===== src/design/orr_pkg.sv =====
package orr_pkg;

    localparam int FW        = 16;
    localparam int UNIT_ONE  = 16384;
    localparam int UNIT_SH   = 14;
    localparam int Q_W       = 15;
    localparam int NORM_TOP  = 30;
    localparam int MAG_W     = NORM_TOP + 1;
    localparam int SQ_W      = 2 * MAG_W;
    localparam int N2_W      = 64;
    localparam int S_W       = 32;
    localparam int NUM_W     = MAG_W + UNIT_SH + 1;
    localparam int ISQ_ITERS = S_W;
    localparam int ISQ_PER   = 2;
    localparam int ISQ_ST    = ISQ_ITERS / ISQ_PER;
    localparam int DIV_ITERS = Q_W;
    localparam int DIV_PER   = 2;
    localparam int DIV_ST    = (DIV_ITERS + DIV_PER - 1) / DIV_PER;
    // abs, max/lead-one, shift, square, sum, root stages, numerator, divide stages, sign
    localparam int NORM_LAT  = 5 + ISQ_ST + 1 + DIV_ST + 1;
    localparam int CROSS_LAT = 2;

    typedef struct packed {
        logic signed [FW-1:0] left_x;
        logic signed [FW-1:0] left_y;
        logic signed [FW-1:0] left_z;
        logic signed [FW-1:0] up_x;
        logic signed [FW-1:0] up_y;
        logic signed [FW-1:0] up_z;
    } t_in;

    typedef struct packed {
        logic signed [FW-1:0] row0_x;
        logic signed [FW-1:0] row0_y;
        logic signed [FW-1:0] row0_z;
        logic signed [FW-1:0] row1_x;
        logic signed [FW-1:0] row1_y;
        logic signed [FW-1:0] row1_z;
        logic signed [FW-1:0] row2_x;
        logic signed [FW-1:0] row2_y;
        logic signed [FW-1:0] row2_z;
        logic                 degenerate;
    } t_out;

    typedef struct packed {
        logic [N2_W-1:0]             n;
        logic [N2_W-1:0]             res;
        logic [2:0][MAG_W-1:0]       m;
        logic [2:0]                  neg;
        logic                        nz;
    } t_isq;

    typedef struct packed {
        logic [S_W-1:0] rem;
        logic [Q_W-1:0] nlo;
        logic [Q_W-1:0] q;
    } t_dvc;

    typedef struct packed {
        t_dvc [2:0]     c;
        logic [S_W-1:0] s;
        logic [2:0]     neg;
        logic           nz;
    } t_div;

    // one digit of the bit-pair square root; k is the iteration index from the top
    function automatic t_isq isq_step(input t_isq a, input int k);
        logic [N2_W-1:0] b;
        logic [N2_W-1:0] t;
        t_isq            r;
        begin
            r = a;
            b = N2_W'(1) << (N2_W - 2 - 2 * k);
            t = a.res + b;
            if (a.n >= t) begin
                r.n   = a.n - t;
                r.res = (a.res >> 1) + b;
            end else begin
                r.res = a.res >> 1;
            end
            return r;
        end
    endfunction

    // one restoring division step, quotient bit shifted in at the bottom
    function automatic t_dvc dvc_step(input t_dvc a, input logic [S_W-1:0] s);
        logic [S_W:0] t;
        logic [S_W:0] d;
        t_dvc         r;
        begin
            r     = a;
            t     = {a.rem, a.nlo[Q_W-1]};
            d     = t - {1'b0, s};
            r.nlo = a.nlo << 1;
            if (t >= {1'b0, s}) begin
                r.rem = d[S_W-1:0];
                r.q   = {a.q[Q_W-2:0], 1'b1};
            end else begin
                r.rem = t[S_W-1:0];
                r.q   = {a.q[Q_W-2:0], 1'b0};
            end
            return r;
        end
    endfunction

endpackage


===== src/design/orr_cross.sv =====
module orr_cross #(
    parameter int W  = 16,
    parameter int SW = 8
) (
    input  logic                i_clk,
    input  logic                i_rst_n,
    input  logic                i_en,
    input  logic                i_v,
    input  logic signed [W-1:0] i_a [3],
    input  logic signed [W-1:0] i_b [3],
    input  logic [SW-1:0]       i_side,
    output logic                o_v,
    output logic signed [2*W:0] o_vec [3],
    output logic [SW-1:0]       o_side
);
    import orr_pkg::*;

    logic signed [2*W-1:0] r_p [6];
    logic                  r_v [CROSS_LAT];
    logic [SW-1:0]         r_sd [CROSS_LAT];
    logic signed [2*W:0]   r_c [3];

    always_ff @(posedge i_clk) begin
        if (i_en) begin
            r_p[0] <= i_a[1] * i_b[2];
            r_p[1] <= i_a[2] * i_b[1];
            r_p[2] <= i_a[2] * i_b[0];
            r_p[3] <= i_a[0] * i_b[2];
            r_p[4] <= i_a[0] * i_b[1];
            r_p[5] <= i_a[1] * i_b[0];
            r_c[0] <= r_p[0] - r_p[1];
            r_c[1] <= r_p[2] - r_p[3];
            r_c[2] <= r_p[4] - r_p[5];
        end
    end

    for (genvar s = 0; s < CROSS_LAT; s++) begin : g_vs
        if (s == 0) begin : g_first
            always_ff @(posedge i_clk) begin
                if (!i_rst_n) begin
                    r_v[s] <= 1'b0;
                end else if (i_en) begin
                    r_v[s] <= i_v;
                end
            end
            always_ff @(posedge i_clk) begin
                if (i_en) begin
                    r_sd[s] <= i_side;
                end
            end
        end else begin : g_next
            always_ff @(posedge i_clk) begin
                if (!i_rst_n) begin
                    r_v[s] <= 1'b0;
                end else if (i_en) begin
                    r_v[s] <= r_v[s-1];
                end
            end
            always_ff @(posedge i_clk) begin
                if (i_en) begin
                    r_sd[s] <= r_sd[s-1];
                end
            end
        end
    end

    assign o_v    = r_v[CROSS_LAT-1];
    assign o_side = r_sd[CROSS_LAT-1];
    assign o_vec  = r_c;

endmodule


===== config.mk =====
export PLATFORM = sky130hd
export DESIGN_NAME = orr_cross
export DESIGN_NICKNAME = d
export VERILOG_FILES = /design/src/design/orr_pkg.sv /design/src/design/orr_cross.sv
export SDC_FILE = /design/constraint.sdc
export NUM_CORES = 2
export LEC_CHECK = 0
export ABC_AREA = 1
export BUFFER_PORTS_ARGS = -buffer_cell sky130_fd_sc_hd__buf_2
export CORE_MARGIN = 10
export CORE_UTILIZATION = 55
export CTS_CLUSTER_DIAMETER = 200
export DETAILED_ROUTE_END_ITERATION = 8
export HOLD_SLACK_MARGIN = 0.06
export PLACE_DENSITY = 0.82
export SLEW_MARGIN = 20
export SYNTH_ARGS = -nofsm -noshare
export SYNTH_HDL_FRONTEND = slang
export SYNTH_SLANG_ARGS = --single-unit

===== constraint.sdc =====
create_clock -name i_clk -period 20 [get_ports i_clk]
set_clock_uncertainty 0.2 [all_clocks]
set_input_delay 4 -clock i_clk [delete_from_list [all_inputs] [get_ports i_clk]]
set_output_delay 4 -clock i_clk [all_outputs]
set_load 0.01 [all_outputs]

Word-level counts from Yosys, hierarchy flattened
Memory sizes are Yosys's and may differ from the RTL's.
Index checks and enable logic that the tools add are counted.
- multiply operators: 6
- $lt $le $gt $ge: 0
- shifts and indexed selects: 0
- reductions and logical operators: 0
- add/sub/neg operators: 3
- eq/ne operators: 0
- bitwise gates (word level): 2
- divide/modulo/power cells: 0
- muxes and demuxes: 7
- operator list (operator ; count):
    $mul A16 B16 Y32 ; 6
    $sub A32 B32 Y33 ; 3
    $mux W1 ; 7
    $or A1 B1 Y1 ; 2
- memory bits (read-only): 0
- memories kept: 3
- bits in latches: 0
- word-level logic and storage cells: 24
- bits in writable memories: 210
- flip-flop bits (word level): 99
- memory list (memory ; words ; bits a word ; rd ports ; clocked after Yosys merged registers in ; write ports ; RTL line ; RTL):
    r_p ; 6 ; 32 ; 6 ; 0 ; 6 ; orr_cross.sv:18 ; logic signed [2*W-1:0] r_p [6];
    r_sd ; 2 ; 8 ; 2 ; 0 ; 2 ; orr_cross.sv:20 ; logic [SW-1:0] r_sd [CROSS_LAT];
    r_v ; 2 ; 1 ; 2 ; 0 ; 2 ; orr_cross.sv:19 ; logic r_v [CROSS_LAT];

Logic depth before layout (Yosys ltp)
- depth after elaboration: 4
- mapped depth: 27
- mapped depth without buffers: 26

Worst setup path after synthesis
OpenSTA, ideal clock, no wires.
- path type: input to register
- start point: in i_a[15] (netlist name)
- end point: mem r_p[2][31] (netlist name) (data pin)
- library setup time: 252 ps
- cell stages on the path: 22
- arrival: 8907 ps
- data required time: 19548 ps
- slack: 10641 ps
- cells stage by stage: clkbuf_1 nand2_1 inv_1 fa_1 fa_1 fa_1 fa_1 fa_1 inv_1 fa_1 inv_1 ha_1 nand2_1 nor2_1 inv_1 nor2_2 and2_1 nand2_1 inv_1 nor2_1 nand2_1 nand2_1
- RTL lines (item ; RTL line ; RTL):
    from (decl) ; orr_cross.sv:9 ; input logic signed [W-1:0] i_a [3],
    to (decl) ; orr_cross.sv:18 ;

==> results.json <==
{
  "status": "finished clean",
  "pin_count": 216,
  "synth_area_per_cell_um2": 7.76,
  "grt_use_met3": 0.0517,
  "layout_common_cells": "3,170 x inv_1, 2,928 x nand2_1, 1,575 x fa_1, 588 x ha_1, 364 x nor2_1",
  "grt_pass1_wl_mm": 359,
  "grt.overflow.total": 0,
  "rsz0062_at_grt": "false",
  "async_reset_ff_frac": 0,
  "setup_violations": 0,
  "synth_edf_count": 308,
  "final_max_slew_viol_count": 0,
  "hold_viol_final": 0,
  "critPathRequiredTime_ns": 20.18,
  "busiest_layer": "met2",
  "setup_tns_ns": 0,
  "tightest_slew_ns": 1.06,
  "use_met2": 0.464,
  "cts_resized": 0,
  "layout-drive-gt1-share": 0.0410,
  "grt.total_usage": 0.274,
  "multi_input_area_um2": 58200,
  "synth.area.top_cells": "fa_1 39%, inv_1 15%, nand2_1 14%",
  "arrival_ns": 10.02,
  "insertion_delay_ns": 0.63,
  "firstDrtPassIters": 8,
  "dp_hpwl_mm": 179,
  "seq_area_um2": 9270,
  "synth_top_area_cell": "fa_1",
  "hold_class": "register to register",
  "first_global_vias": 70200,
  "die_area_um2": 162000,
  "fillers": 12800,
  "crit_path_end_kind": "register",
  "die_y_um": 403,
  "ys_ff_latch": 309,
  "drt_wl_total_mm": 219,
  "grt_max_degree": 132,
  "drc": 0,
  "cts_made_buffers": 39,
  "cts_setup_buffers": 0,
  "drt_iter0_markers": 5108,
  "ys.flop_type": "edfxtp_1",
  "clkTransAtPathRegs_ns": 0.07,
  "synth_warnings": 0,
  "yosysSeqAreaShare": 0.115,
  "root_buffer": "clkbuf_16",
  "mappedNetlistArea_um2": 80600,
  "critPathLaunchType": "input pin",
  "rows": 140,
  "grt_use_met1": 0.343,
  "post-route-period-util": 0.492,
  "finalNetCount": 12700,
  "drv_cap": 0,
  "final_common_cell": "inv_1",
  "period_needed_ns": 9.84,
  "relSlewSlack": 0.291,
  "synthToLayoutAreaGrowth_pct": 4.84,
  "critPathMaxFanout": 32,
  "num_vias": 65100,
  "gp_congestion": 0.955,
  "dieWidth_um": 403,
  "fmax_ghz": 0.102,
  "core_area_um2": 146000,
  "synth_cells": 10400,
  "cts.sink_count": 309,
  "cts_buffer_depth": 3,
  "ant_nets": 0,
  "initial_core_util": 0.554,
  "crit_type": "input pin to register",
  "synth_top_area_frac": 0.391,
  "antenna_found_initial": 30,
  "synth.distinct_cells": 36,
  "cts_tree": "built",
  "io_buffers": 215,
  "holdBufCountCts": 0,
  "htreeDepth": 2,
  "via_per_inst": 5.28,
  "wire_per_inst_um": 17.8,
  "synth_nets": 12700
}
## synth_stat cells, types with 4 or more instances
| master | count |
|---|---|
| nand4_1 | 94 |
| inv_1 | 3170 |
| nand3_2 | 18 |
| nor3_1 | 53 |
| and2_1 | 13 |
| buf_4 | 8 |
| a21o_1 | 14 |
| nor3_2 | 13 |
| nor4_1 | 6 |
| a21boi_0 | 5 |
| ha_1 | 588 |
| nand2_2 | 25 |
| a21oi_1 | 258 |
| xor2_1 | 152 |
| nor2_2 | 36 |
| nand2_1 | 2928 |
| o21ai_0 | 108 |
| edfxtp_1 | 308 |
| clkbuf_1 | 283 |
| nand3b_1 | 12 |
| nor2_1 | 364 |
| inv_2 | 17 |
| fa_1 | 1575 |
| o211ai_1 | 4 |
| xnor2_1 | 23 |
| nand3_1 | 254 |
| o21bai_1 | 36 |
| or2_2 | 7 |
## logic make-up (layout without fill, tap and decap cells)
kind of cell	count (synthesis)	after routing	share of synthesized area
xor gates and xnor gates	175	175	0.0190
AOI/OAI and AO/OA	433	433	0.0289
and+or+nand+nor	3827	3827	0.192
other	0	11	0
buffers and inverters	3483	3503	0.163
adders and majority gates	2163	2163	0.483
DFF	309	309	0.115
## critical path, cell delays in order
cell and delay, ns:
buf_2 0.70, nand2_1 0.23, inv_1 0.17, fa_1 0.56, fa_1 0.92, fa_1 0.53, fa_1 0.51, fa_1 0.49
inv_1 0.05, fa_1 0.47, inv_1 0.04, ha_1 0.36, nand2_1 0.12, nor2_1 0.19, inv_1 0.10, nor3_1 0.25
nand3_1 0.14, nand4_1 0.11, nand2_1 0.06
## state kept, by name, summed over array words and instances (netlist names)
register  count
r_p         192
o_vec        99
r_sd         16
r_v           2
## routing by layer
metal | up-vias | part of all wire
met4 | 26 | 0.048
met2 | 2846 | 0.48
li1 | 29700 | -
met3 | 667 | 0.091
met5 | - | 0.00078
met1 | 31800 | 0.38
## path summary, 6_finish.rpt
path,endpoint,slack [ns],cells after the start,startpoint
max,r_p[3][27]$_DFFE_PP_,10.16,19,i_b[1]
min,r_sd[0][8]$_DFFE_PP_,0.21,0,r_sd[0][0]$_DFFE_PP_
max reg2reg,o_vec[86]$_DFFE_PP_,17.40,12,r_p[1][0]$_DFFE_PP_
min reg2reg,r_sd[0][8]$_DFFE_PP_,0.21,0,r_sd[0][0]$_DFFE_PP_
## stage by stage
step | area [um^2] | utilization | hold slack (ns) | setup slack, ns | instances
5_1_grt | 84500 | 0.580 | 0.219 | 9.82 | 12300
2_1_floorplan | 80600 | - | 0.200 | 10.64 | 10400
4_1_cts | 84500 | 0.580 | 0.211 | 10.21 | 12300
3_3_place_gp | 83200 | 0.571 | 0.200 | 9.75 | 12300
3_5_place_dp | 83200 | 0.571 | 0.210 | 9.55 | 12300
6_report | 84500 | 0.580 | 0.213 | 10.16 | 12300
## final cells by class
type	count	area share
clock inverter	24	0.00307
clock buffer	44	0.0120
multi-input combinational	6598	0.689
antenna	11	0.000326
tap	1917	0.0284
timing repair buffer	246	0.0158
inverter	3189	0.142
sequential	309	0.110
Power is left out: the tool's default activity adds up to more than one toggle a clock period on the data nets, which glitch-free logic cannot reach.
